**src/sv/ppc_pkg.sv**
```systemverilog
// Shared widths and types for the polygon area / perimeter / center block.
// Used by ppc_mul, ppc_root, ppc_div and polygon_area_perimeter_center.
// No dependencies.
package ppc_pkg;

	// Vertex coordinates, signed Q12.12
	localparam int COORD_W = 24;
	// Vertices taken per polygon before the rest are dropped
	localparam int MAX_VERTICES = 64;
	// Vertex counter, wide enough to hold MAX_VERTICES itself
	localparam int CNT_W = $clog2(MAX_VERTICES + 1);
	// Signed coordinate sums over up to MAX_VERTICES vertices
	localparam int SUM_W = COORD_W + $clog2(MAX_VERTICES) + 1;
	// Edge difference and product widths
	localparam int DIFF_W = COORD_W + 1;
	localparam int PROD_W = 2 * DIFF_W;
	// Squared edge length and its floor square root
	localparam int RAD_W = PROD_W;
	localparam int ROOT_W = RAD_W / 2;
	localparam int ROOT_REM_W = ROOT_W + 3;
	localparam int ROOT_ITER_W = $clog2(ROOT_W);
	localparam int DIV_ITER_W = $clog2(SUM_W);
	// Running shoelace sum and result widths
	localparam int CROSS_W = 56;
	localparam int AREA_W = 54;
	localparam int LEN_W = 32;
	localparam int CNT_OUT_W = 7;

	// Stream payload widths
	localparam int IN_DATA_W = 48;
	localparam int OUT_FIELDS_W = AREA_W + LEN_W + 2 * COORD_W + CNT_OUT_W;
	localparam int OUT_DATA_W = ((OUT_FIELDS_W + 7) / 8) * 8;

	localparam logic [AREA_W-1:0] AREA_MAX = {AREA_W{1'b1}};
	localparam logic [LEN_W-1:0] LEN_MAX = {LEN_W{1'b1}};

	typedef logic signed [COORD_W-1:0] coord_t;
	typedef logic signed [DIFF_W-1:0] diff_t;
	typedef logic signed [PROD_W-1:0] prod_t;
	typedef logic signed [SUM_W-1:0] sum_t;
	typedef logic [CNT_W-1:0] count_t;
	typedef logic [RAD_W-1:0] rad_t;
	typedef logic [ROOT_W-1:0] root_t;

endpackage

```
**src/sv/polygon_area_perimeter_center.sv**
```systemverilog
// Polygon area, perimeter and vertex mean, one vertex per request.
// Depends on ppc_pkg, ppc_mul, ppc_root and ppc_div.
//
// Usage:
//   Send the vertices of one closed polygon in order on the s_ stream, x and
//   y in signed Q12.12, with s_tlast on the final vertex. One result request
//   leaves on the m_ stream for each polygon: area (24 fraction bits, half
//   the absolute shoelace sum), perimeter (Q20.12, saturating), center x/y
//   (mean, truncated toward zero), vertex count and, on m_tuser, a flag set
//   when more than MAX_VERTICES vertices came (the extras are dropped).
//   Flow: every vertex after the first that is taken runs one edge through
//   the shared multiplier (4 products) and the bit-serial square root
//   (ROOT_W = 25 steps). The last vertex adds the closing edge, two serial
//   divisions and the publish step into the output register. s_tready is
//   high only between vertices. Reset clears all running sums and the
//   output register; the block then accepts a first vertex at once.
//   Stall: a finished result waits in the output register while new vertices
//   are accepted; the next result holds back until the previous one is taken.
module polygon_area_perimeter_center (
	input  logic                             clk,
	input  logic                             arst_n,
	input  logic                             s_tvalid,
	output logic                             s_tready,
	// vertex_x [23:0], vertex_y [47:24]
	input  logic [ppc_pkg::IN_DATA_W-1:0]    s_tdata,
	input  logic                             s_tlast,
	output logic                             m_tvalid,
	input  logic                             m_tready,
	// area [53:0], perimeter [85:54], center_x [109:86], center_y [133:110],
	// vertex_count [140:134], zero [143:141]
	output logic [ppc_pkg::OUT_DATA_W-1:0]   m_tdata,
	// too_many [0]
	output logic                             m_tuser
);

	typedef enum logic [3:0] {
		ST_IDLE,
		ST_CLOSE,
		ST_MUL,
		ST_ROOTGO,
		ST_ROOTW,
		ST_DIVXGO,
		ST_DIVXW,
		ST_DIVYGO,
		ST_DIVYW,
		ST_OUT
	} state_t;

	state_t                                state_q;
	logic [2:0]                            step_q;
	ppc_pkg::coord_t                       ax_q, ay_q, bx_q, by_q;
	ppc_pkg::coord_t                       first_x_q, first_y_q, prev_x_q, prev_y_q;
	ppc_pkg::prod_t                        cross_t_q;
	ppc_pkg::rad_t                         d2_q;
	logic signed [ppc_pkg::CROSS_W-1:0]    cross_sum_q;
	logic [ppc_pkg::LEN_W-1:0]             length_sum_q;
	ppc_pkg::sum_t                         x_sum_q, y_sum_q;
	ppc_pkg::count_t                       count_q;
	logic                                  overflowed_q;
	logic                                  last_q;
	logic                                  closing_q;
	ppc_pkg::coord_t                       cx_q;
	logic                                  out_valid_q;
	logic [ppc_pkg::OUT_DATA_W-1:0]        out_data_q;
	logic                                  out_user_q;

	ppc_pkg::coord_t                       in_x, in_y;
	logic                                  accept;
	logic                                  take;
	logic                                  out_free;
	ppc_pkg::diff_t                        dx, dy, mul_a, mul_b;
	ppc_pkg::prod_t                        mul_p;
	logic                                  root_start, root_done;
	ppc_pkg::root_t                        root;
	logic                                  div_start, div_done;
	ppc_pkg::sum_t                         div_num;
	ppc_pkg::coord_t                       div_q;
	logic signed [ppc_pkg::CROSS_W:0]      cross_add;
	logic signed [ppc_pkg::CROSS_W-1:0]    cross_next;
	logic [ppc_pkg::LEN_W:0]               len_add;
	logic [ppc_pkg::CROSS_W-1:0]           cross_mag;
	logic [ppc_pkg::CROSS_W-1:0]           half_mag;
	logic [ppc_pkg::AREA_W-1:0]            area;

	// Unpack the vertex request
	assign in_x     = ppc_pkg::coord_t'(s_tdata[ppc_pkg::COORD_W-1:0]);
	assign in_y     = ppc_pkg::coord_t'(s_tdata[2*ppc_pkg::COORD_W-1:ppc_pkg::COORD_W]);
	assign s_tready = (state_q == ST_IDLE);
	assign accept   = s_tvalid && s_tready;
	assign take     = count_q < ppc_pkg::CNT_W'(ppc_pkg::MAX_VERTICES);
	assign out_free = !out_valid_q || m_tready;

	// Select multiplier operands for the current edge step
	assign dx = ppc_pkg::diff_t'(ax_q) - ppc_pkg::diff_t'(bx_q);
	assign dy = ppc_pkg::diff_t'(ay_q) - ppc_pkg::diff_t'(by_q);

	always_comb begin
		case (step_q)
			3'd0: begin
				mul_a = ppc_pkg::diff_t'(ax_q);
				mul_b = ppc_pkg::diff_t'(by_q);
			end
			3'd1: begin
				mul_a = ppc_pkg::diff_t'(bx_q);
				mul_b = ppc_pkg::diff_t'(ay_q);
			end
			3'd2: begin
				mul_a = dx;
				mul_b = dx;
			end
			default: begin
				mul_a = dy;
				mul_b = dy;
			end
		endcase
	end

	ppc_mul u_mul (
		.clk  (clk),
		.a    (mul_a),
		.b    (mul_b),
		.p_s1 (mul_p)
	);

	assign root_start = (state_q == ST_ROOTGO);

	ppc_root u_root (
		.clk      (clk),
		.arst_n   (arst_n),
		.start    (root_start),
		.radicand (d2_q),
		.done     (root_done),
		.root     (root)
	);

	assign div_start = (state_q == ST_DIVXGO) || (state_q == ST_DIVYGO);
	assign div_num   = (state_q == ST_DIVXGO) ? x_sum_q : y_sum_q;

	ppc_div u_div (
		.clk      (clk),
		.arst_n   (arst_n),
		.start    (div_start),
		.dividend (div_num),
		.divisor  (count_q),
		.done     (div_done),
		.quotient (div_q)
	);

	// Saturating shoelace and perimeter accumulation
	assign cross_add = (ppc_pkg::CROSS_W+1)'(cross_sum_q) + (ppc_pkg::CROSS_W+1)'(cross_t_q);

	always_comb begin
		if (cross_add[ppc_pkg::CROSS_W] != cross_add[ppc_pkg::CROSS_W-1]) begin
			cross_next = cross_add[ppc_pkg::CROSS_W] ?
				{1'b1, {(ppc_pkg::CROSS_W-1){1'b0}}} : {1'b0, {(ppc_pkg::CROSS_W-1){1'b1}}};
		end else begin
			cross_next = cross_add[ppc_pkg::CROSS_W-1:0];
		end
	end

	assign len_add = (ppc_pkg::LEN_W+1)'(length_sum_q) + (ppc_pkg::LEN_W+1)'(root);

	// Area: half the magnitude, clamped to the field
	assign cross_mag = cross_sum_q[ppc_pkg::CROSS_W-1] ? -cross_sum_q : cross_sum_q;
	assign half_mag  = cross_mag >> 1;
	assign area      = (half_mag > ppc_pkg::CROSS_W'(ppc_pkg::AREA_MAX)) ?
		ppc_pkg::AREA_MAX : half_mag[ppc_pkg::AREA_W-1:0];

	// Sequencer, running sums and output register
	always_ff @(posedge clk or negedge arst_n) begin
		if (!arst_n) begin
			state_q      <= ST_IDLE;
			step_q       <= '0;
			ax_q         <= '0;
			ay_q         <= '0;
			bx_q         <= '0;
			by_q         <= '0;
			first_x_q    <= '0;
			first_y_q    <= '0;
			prev_x_q     <= '0;
			prev_y_q     <= '0;
			cross_t_q    <= '0;
			d2_q         <= '0;
			cross_sum_q  <= '0;
			length_sum_q <= '0;
			x_sum_q      <= '0;
			y_sum_q      <= '0;
			count_q      <= '0;
			overflowed_q <= 1'b0;
			last_q       <= 1'b0;
			closing_q    <= 1'b0;
			cx_q         <= '0;
			out_valid_q  <= 1'b0;
			out_data_q   <= '0;
			out_user_q   <= 1'b0;
		end else begin
			// Publish a finished result, drop it once taken
			if (state_q == ST_OUT && out_free) begin
				out_valid_q <= 1'b1;
			end else if (m_tready) begin
				out_valid_q <= 1'b0;
			end

			case (state_q)
				ST_IDLE: begin
					if (accept) begin
						last_q    <= s_tlast;
						closing_q <= 1'b0;
						step_q    <= '0;
						ax_q      <= prev_x_q;
						ay_q      <= prev_y_q;
						bx_q      <= in_x;
						by_q      <= in_y;
						if (take) begin
							if (count_q == '0) begin
								first_x_q <= in_x;
								first_y_q <= in_y;
							end
							prev_x_q <= in_x;
							prev_y_q <= in_y;
							x_sum_q  <= x_sum_q + ppc_pkg::SUM_W'(in_x);
							y_sum_q  <= y_sum_q + ppc_pkg::SUM_W'(in_y);
							count_q  <= count_q + 1'b1;
						end else begin
							overflowed_q <= 1'b1;
						end
						if (take && count_q != '0) begin
							state_q <= ST_MUL;
						end else if (s_tlast) begin
							state_q <= ST_CLOSE;
						end
					end
				end
				ST_CLOSE: begin
					// Closing edge: last accepted vertex back to the first
					ax_q      <= prev_x_q;
					ay_q      <= prev_y_q;
					bx_q      <= first_x_q;
					by_q      <= first_y_q;
					closing_q <= 1'b1;
					step_q    <= '0;
					state_q   <= ST_MUL;
				end
				ST_MUL: begin
					step_q <= step_q + 1'b1;
					case (step_q)
						3'd1: cross_t_q <= mul_p;
						3'd2: cross_t_q <= cross_t_q - mul_p;
						3'd3: d2_q <= ppc_pkg::RAD_W'(unsigned'(mul_p));
						3'd4: begin
							d2_q    <= d2_q + ppc_pkg::RAD_W'(unsigned'(mul_p));
							state_q <= ST_ROOTGO;
						end
						default: ;
					endcase
				end
				ST_ROOTGO: begin
					cross_sum_q <= cross_next;
					state_q     <= ST_ROOTW;
				end
				ST_ROOTW: begin
					if (root_done) begin
						length_sum_q <= len_add[ppc_pkg::LEN_W] ?
							ppc_pkg::LEN_MAX : len_add[ppc_pkg::LEN_W-1:0];
						if (closing_q) begin
							state_q <= ST_DIVXGO;
						end else if (last_q) begin
							state_q <= ST_CLOSE;
						end else begin
							state_q <= ST_IDLE;
						end
					end
				end
				ST_DIVXGO: begin
					state_q <= ST_DIVXW;
				end
				ST_DIVXW: begin
					if (div_done) begin
						cx_q    <= div_q;
						state_q <= ST_DIVYGO;
					end
				end
				ST_DIVYGO: begin
					state_q <= ST_DIVYW;
				end
				ST_DIVYW: begin
					// The divider holds the y mean until the result is published
					if (div_done) begin
						state_q <= ST_OUT;
					end
				end
				ST_OUT: begin
					// Hold until the previous result is gone, then publish and clear
					if (out_free) begin
						out_data_q <= {
							{(ppc_pkg::OUT_DATA_W-ppc_pkg::OUT_FIELDS_W){1'b0}},
							ppc_pkg::CNT_OUT_W'(count_q),
							div_q,
							cx_q,
							length_sum_q,
							area
						};
						out_user_q   <= overflowed_q;
						cross_sum_q  <= '0;
						length_sum_q <= '0;
						x_sum_q      <= '0;
						y_sum_q      <= '0;
						count_q      <= '0;
						overflowed_q <= 1'b0;
						first_x_q    <= '0;
						first_y_q    <= '0;
						prev_x_q     <= '0;
						prev_y_q     <= '0;
						state_q      <= ST_IDLE;
					end
				end
				default: state_q <= ST_IDLE;
			endcase
		end
	end

	assign m_tvalid = out_valid_q;
	assign m_tdata  = out_data_q;
	assign m_tuser  = out_user_q;

	// The square root only finishes while the sequencer waits for it
	assert property (@(posedge clk) disable iff (!arst_n)
		root_done |-> state_q == ST_ROOTW)
		else $error("square root finished outside its wait state");

	// Accepted vertices never exceed the limit
	assert property (@(posedge clk) disable iff (!arst_n)
		count_q <= ppc_pkg::CNT_W'(ppc_pkg::MAX_VERTICES))
		else $error("vertex count above limit");

	// A division never starts without a vertex
	assert property (@(posedge clk) disable iff (!arst_n)
		div_start |-> count_q != '0)
		else $error("division by zero vertices");

	// Publishing a result clears the running state
	assert property (@(posedge clk) disable iff (!arst_n)
		(state_q == ST_OUT && out_free) |=> (count_q == '0 && m_tvalid))
		else $error("running state not cleared after result");

endmodule

```
**src/sv/ppc_mul.sv**
```systemverilog
// Shared signed multiplier with a registered product.
// Depends on ppc_pkg for the operand and product types.
module ppc_mul (
	input  logic            clk,
	input  ppc_pkg::diff_t  a,
	input  ppc_pkg::diff_t  b,
	output ppc_pkg::prod_t  p_s1
);

	// Register the product; the result follows its operands in the next cycle
	always_ff @(posedge clk) begin
		p_s1 <= a * b;
	end

endmodule

```
**src/sv/ppc_root.sv**
```systemverilog
// Bit-serial floor square root: two radicand bits per cycle.
// Depends on ppc_pkg for widths.
module ppc_root (
	input  logic           clk,
	input  logic           arst_n,
	input  logic           start,
	input  ppc_pkg::rad_t  radicand,
	output logic           done,
	output ppc_pkg::root_t root
);

	ppc_pkg::rad_t                      rad_q;
	logic [ppc_pkg::ROOT_REM_W-1:0]     rem_q;
	ppc_pkg::root_t                     root_q;
	logic [ppc_pkg::ROOT_ITER_W-1:0]    iter_q;
	logic                               busy_q;
	logic                               done_q;
	logic [ppc_pkg::ROOT_REM_W-1:0]     rem_sh;
	logic [ppc_pkg::ROOT_REM_W-1:0]     trial;
	logic                               fits;

	// Bring down the next two radicand bits and try root*4 + 1
	assign rem_sh = {rem_q[ppc_pkg::ROOT_REM_W-3:0], rad_q[ppc_pkg::RAD_W-1 -: 2]};
	assign trial  = ppc_pkg::ROOT_REM_W'({root_q, 2'b01});
	assign fits   = rem_sh >= trial;

	// Control: run ROOT_W steps after start, pulse done on the last
	always_ff @(posedge clk or negedge arst_n) begin
		if (!arst_n) begin
			busy_q <= 1'b0;
			done_q <= 1'b0;
			iter_q <= '0;
		end else begin
			done_q <= 1'b0;
			if (start) begin
				busy_q <= 1'b1;
				iter_q <= '0;
			end else if (busy_q) begin
				iter_q <= iter_q + 1'b1;
				if (iter_q == ppc_pkg::ROOT_ITER_W'(ppc_pkg::ROOT_W - 1)) begin
					busy_q <= 1'b0;
					done_q <= 1'b1;
				end
			end
		end
	end

	// Datapath: restoring square-root step
	always_ff @(posedge clk) begin
		if (start) begin
			rad_q  <= radicand;
			rem_q  <= '0;
			root_q <= '0;
		end else if (busy_q) begin
			rad_q  <= rad_q << 2;
			rem_q  <= fits ? rem_sh - trial : rem_sh;
			root_q <= {root_q[ppc_pkg::ROOT_W-2:0], fits};
		end
	end

	assign done = done_q;
	assign root = root_q;

endmodule

```
**src/sv/ppc_div.sv**
```systemverilog
// Bit-serial signed-by-unsigned divider, quotient truncated toward zero.
// Depends on ppc_pkg for widths.
module ppc_div (
	input  logic             clk,
	input  logic             arst_n,
	input  logic             start,
	input  ppc_pkg::sum_t    dividend,
	input  ppc_pkg::count_t  divisor,
	output logic             done,
	output ppc_pkg::coord_t  quotient
);

	logic [ppc_pkg::SUM_W-1:0]       num_q;
	logic [ppc_pkg::SUM_W-1:0]       quo_q;
	logic [ppc_pkg::CNT_W-1:0]       rem_q;
	ppc_pkg::count_t                 den_q;
	logic                            neg_q;
	logic [ppc_pkg::DIV_ITER_W-1:0]  iter_q;
	logic                            busy_q;
	logic                            done_q;
	logic [ppc_pkg::CNT_W:0]         rem_sh;
	logic [ppc_pkg::CNT_W:0]         rem_sub;
	logic                            fits;
	logic [ppc_pkg::SUM_W-1:0]       quo_signed;

	// Shift in the next dividend bit and try to subtract the divisor
	assign rem_sh  = {rem_q, num_q[ppc_pkg::SUM_W-1]};
	assign fits    = rem_sh >= {1'b0, den_q};
	assign rem_sub = rem_sh - {1'b0, den_q};

	// Control: SUM_W steps after start, pulse done on the last
	always_ff @(posedge clk or negedge arst_n) begin
		if (!arst_n) begin
			busy_q <= 1'b0;
			done_q <= 1'b0;
			iter_q <= '0;
		end else begin
			done_q <= 1'b0;
			if (start) begin
				busy_q <= 1'b1;
				iter_q <= '0;
			end else if (busy_q) begin
				iter_q <= iter_q + 1'b1;
				if (iter_q == ppc_pkg::DIV_ITER_W'(ppc_pkg::SUM_W - 1)) begin
					busy_q <= 1'b0;
					done_q <= 1'b1;
				end
			end
		end
	end

	// Datapath: divide magnitudes, keep the sign aside
	always_ff @(posedge clk) begin
		if (start) begin
			num_q <= dividend[ppc_pkg::SUM_W-1] ? -dividend : dividend;
			neg_q <= dividend[ppc_pkg::SUM_W-1];
			den_q <= divisor;
			rem_q <= '0;
			quo_q <= '0;
		end else if (busy_q) begin
			num_q <= num_q << 1;
			rem_q <= fits ? rem_sub[ppc_pkg::CNT_W-1:0] : rem_sh[ppc_pkg::CNT_W-1:0];
			quo_q <= {quo_q[ppc_pkg::SUM_W-2:0], fits};
		end
	end

	// Restore the sign; the mean always fits a coordinate
	assign quo_signed = neg_q ? -quo_q : quo_q;
	assign quotient   = ppc_pkg::coord_t'(quo_signed[ppc_pkg::COORD_W-1:0]);
	assign done       = done_q;

endmodule

```
**config.mk**
```make
export PLATFORM = sky130hd
export DESIGN_NAME = polygon_area_perimeter_center
export DESIGN_NICKNAME = d
export VERILOG_FILES = /design/src/sv/ppc_pkg.sv /design/src/sv/polygon_area_perimeter_center.sv /design/src/sv/ppc_mul.sv /design/src/sv/ppc_root.sv /design/src/sv/ppc_div.sv
export SDC_FILE = /design/constraint.sdc
export NUM_CORES = 2
export LEC_CHECK = 0
export BUFFER_PORTS_ARGS = -buffer_cell sky130_fd_sc_hd__clkbuf_2
export CAP_MARGIN = 15
export CELL_PAD_IN_SITES_DETAIL_PLACEMENT = 1
export CELL_PAD_IN_SITES_GLOBAL_PLACEMENT = 2
export CORE_MARGIN = 2
export CORE_UTILIZATION = 35
export CTS_BUF_LIST = sky130_fd_sc_hd__clkbuf_8 sky130_fd_sc_hd__clkbuf_16
export DETAILED_ROUTE_END_ITERATION = 7
export PLACE_DENSITY = 0.74
export SYNTH_ARGS = -nofsm -noshare
export SYNTH_HDL_FRONTEND = slang
export SYNTH_HIERARCHICAL = 1
export SYNTH_SLANG_ARGS = --single-unit
```
**constraint.sdc**
```tcl
create_clock -name clk -period 10.9 [get_ports clk]
set_clock_uncertainty 0.2 [all_clocks]
set_input_delay 0.545 -clock clk [delete_from_list [all_inputs] [get_ports clk]]
set_output_delay 0.545 -clock clk [all_outputs]
set_load 0.01 [all_outputs]
```
==> key figures <==
Outcome
  – Status: completed

GRT
  – Largest net degree at the start of global routing: roughly 180
  – GR Overflow Total: 0
  – First-pass GRT wire length: roughly 400 mm
  – Antenna violations before repair: 2
  – Vias in the first global route: about 67000
  – Total Routing Usage GR: 0.226

Logic synthesis
  – Main flop type after synthesis: dfrtp_1
  – Post-Syn Area: approximately 0.077 mm²
  – Seq/Total Area, Yosys: 0.278
  – Ys async rst share: 0.743
  – FF+latch count, synth: between 800 and 900
  – Mapped Avg Cell Area: between 8 and 9 µm²
  – Yosys warns: 6
  – Post-synth EDFFs: about 90
  – Gate Count Post-Synth: ~8600
  – Netlist cell types: approximately 110

Clock network
  – Clock tree buffer depth: 3
  – CTS tree: built
  – Sinks on Clock Net: 861
  – Clk root buf: clkbuf_16
  – Clock Pin Slew Worst Setup and Hold Paths: about 0.060 ns
  – Postcts setup bufs: 0
  – H-tree depth: 3
  – Insertion delay to the later sink of the worst-skew pair: 0.74 ns
  – Num CTS Buffers: about 100

Routing
  – Via Count: ~60000
  – DR vias/cell: 5.32
  – Drt wl/cell: roughly 22 µm
  – Drc violations: 0
  – Routed WL: between 200 and 300 mm
  – ANT nets after route: 0
  – DR iter-0 viols: around 3300
  – Pre-antenna DRT Iters: 5

STA
  – Slew Limit Fails: 0
  – Hold Slack: 0.0261 ns
  – Tightest Pin Transition: roughly 1.1 ns
  – Sum of negative setup slack: 0 ns
  – Number of setup violations in the final report: 0
  – Final worst setup slack: 0.455 ns
  – Final period util: 0.958
  – RSZ-0062 raised after global routing: false
  – Highest clock rate: 0.0957 GHz
  – Final-report hold violation count: 0
  – Slew headroom: 0.244
  – Fin crit period: ~10 ns

Layout
  – Nets: around 9800
  – Fill count: 25300
  – Commonest cells after routing, fill and taps aside: 1181 x nand2_1, 953 x inv_1, 665 x fa_1
  – Most common cell after layout, fill and taps aside: nand2_1
  – Layout cells sized above 1: 0.0909
  – Area delta synth->final: 10.4%

Floorplan
  – # IOs: 200
  – Initial Util: 0.352
  – Core footprint: 0.217 mm²
  – Row cnt: 171
  – Total Die Area: 0.223 mm²
  – Die width: 472 µm
  – Die height: around 470 µm

Pwr
  – Pwr dens: 83.1 mW/mm²
  – Leak: 41.6 nW
  – Max VDD drop: between 0.1 and 0.15 mV

Placed design
  – Dpl ws: between 0.03 and 0.04 ns
  – Estimated wirelength of the detail-placed design: about 190 mm
  – IO Port Bufs: 196
  – Routability congestion estimate: 0.864

Critical path
  – CP Data Arrival Time: roughly 11 ns
  – Slowest stage delay, CP: ~0.91 ns
  – Peak fanout along the critical path: 15
  – CP max-delay cell: a221o_1
  – Crit path kind: flip-flop to flip-flop
  – CP Capture Type: flip-flop
  – CP Launch Type: flip-flop
  – Critical path data required time: 11.36 ns
  – Reg2reg setup slack: between 0.4 and 0.5 ns

Min path
  – Worst Hold Class: input pin to flip-flop

Job
  – Max_cap viols: 0
[critical path, delay by kind of cell (launching register included)]
kind	cells	cell delay, ns
AOI/OAI and AO/OA	11	3.64
xor gates and xnor gates	2	0.36
adders and majority gates	9	3.77
and+or+nand+nor	5	1.17
DFF	1	0.40
buffers and inverters	8	0.72
[routing by layer]
metal / vias to the layer above / wire length [µm] / global-route usage
met2: 925 / 121000 / 0.387
li1: 28900 / - / -
met5: - / 0 / 0
met3: 238 / 8110 / 0.0203
met1: 31600 / 118000 / 0.310
met4: 0 / 5340 / 0.0482
[final timing paths]
path | startpoint | cells past startpoint | endpoint
worst max register to register | bx_q[1]$_DFFE_PN0P_ | 35 | u_mul/p_s1[42]$_DFF_P_
worst max-delay path | bx_q[1]$_DFFE_PN0P_ | 35 | u_mul/p_s1[42]$_DFF_P_
max in group asynchronous | arst_n | 4 | m_tdata[86]$_DFFE_PN0P_
worst min-delay path | s_tdata[1] | 3 | prev_x_q[1]$_DFFE_PN0P_
worst min register to register | first_y_q[7]$_DFFE_PN0P_ | 2 | by_q[7]$_DFFE_PN0P_
min in group asynchronous | arst_n | 2 | d2_q[7]$_DFFE_PN0P_
[logic make-up after synthesis]
family	count (synthesis)	synth area share
fa+ha+maj	1143	0.252
simple gates	2626	0.159
other cells	1	0.0000490
xor+xnor	425	0.0486
flops	861	0.278
buf+inv	1359	0.0683
mux	225	0.0321
compound gates	1964	0.161
[registers in the layout, indices dropped and copies added, names as in the netlist, 25 cells and up]
| name | flops |
|---|---|
| m_tdata | 141 |
| cross_sum_q | 56 |
| cross_t_q | 50 |
| d2_q | 50 |
| u_mul/p_s1 | 50 |
| u_root/rad_q | 50 |
| length_sum_q | 32 |
| u_div/num_q | 31 |
| x_sum_q | 31 |
| y_sum_q | 31 |
| u_root/rem_q | 26 |
| u_root/root | 25 |
[where the power goes]
group          leakage (nW)   switching [mW]  total [mW]  internal (mW)
logic                  29.9            0.111       0.148         0.0371
clock network          1.81             1.54        3.65           2.11
registers              9.90  0.0000000000244        3.23           3.23
[Yosys cell counts (52+ instances only)]
cell type | number | area, µm²
nand2_1 | 1183 | 4440
inv_1 | 933 | 3500
fa_1 | 667 | 13400
dfrtp_1 | 640 | 16000
a21oi_1 | 577 | 2890
nor2_1 | 539 | 2020
o21ai_0 | 524 | 2620
ha_1 | 475 | 5940
clkbuf_1 | 370 | 1390
and2_1 | 340 | 2130
xnor2_1 | 231 | 2020
xor2_1 | 194 | 1700
a21o_1 | 176 | 1320
mux2_2 | 155 | 1750
dfxtp_1 | 132 | 2640
nand3_1 | 100 | 500
edfxtp_1 | 89 | 2670
a31oi_1 | 83 | 519
nor2b_1 | 69 | 432
mux2i_1 | 68 | 681
nor3_1 | 67 | 335
o31ai_1 | 67 | 503
nand2b_1 | 59 | 369
a211oi_1 | 58 | 435
nand4_1 | 58 | 363
o21a_1 | 52 | 390
[what timing repair did]
action	4_1_cts	5_1_grt
hold buffers	30	0
setup endpoints to repair	0	25
resized for setup	0	18
hold endpoints to repair	142	0
[per-stage QoR]
stage	power, mW	instance area [µm²]	std cells	util
floorplan	3.33	76600	8606	-
global placement	3.43	80700	11400	0.371
detailed placement	3.44	80700	11400	0.371
CTS	7.14	84500	11600	0.389
global route	7.26	84600	11600	0.389
finish	7.03	84600	11600	0.389
[area by class of cell]
cell class / count / area, µm² / area share
Sequential cell: 861 / 21300 / 0.252
Tap cell: 2854 / 3570 / 0.0422
Timing Repair Buffer: 353 / 2350 / 0.0278
Clock buffer: 115 / 2770 / 0.0327
Multi-Input combinational cell: 6386 / 50200 / 0.594
Antenna cell: 4 / 10.0 / 0.000118
Inverter: 934 / 3510 / 0.0414
Clock inverter: 78 / 800 / 0.00945
(Power assumes the default switching activity.)
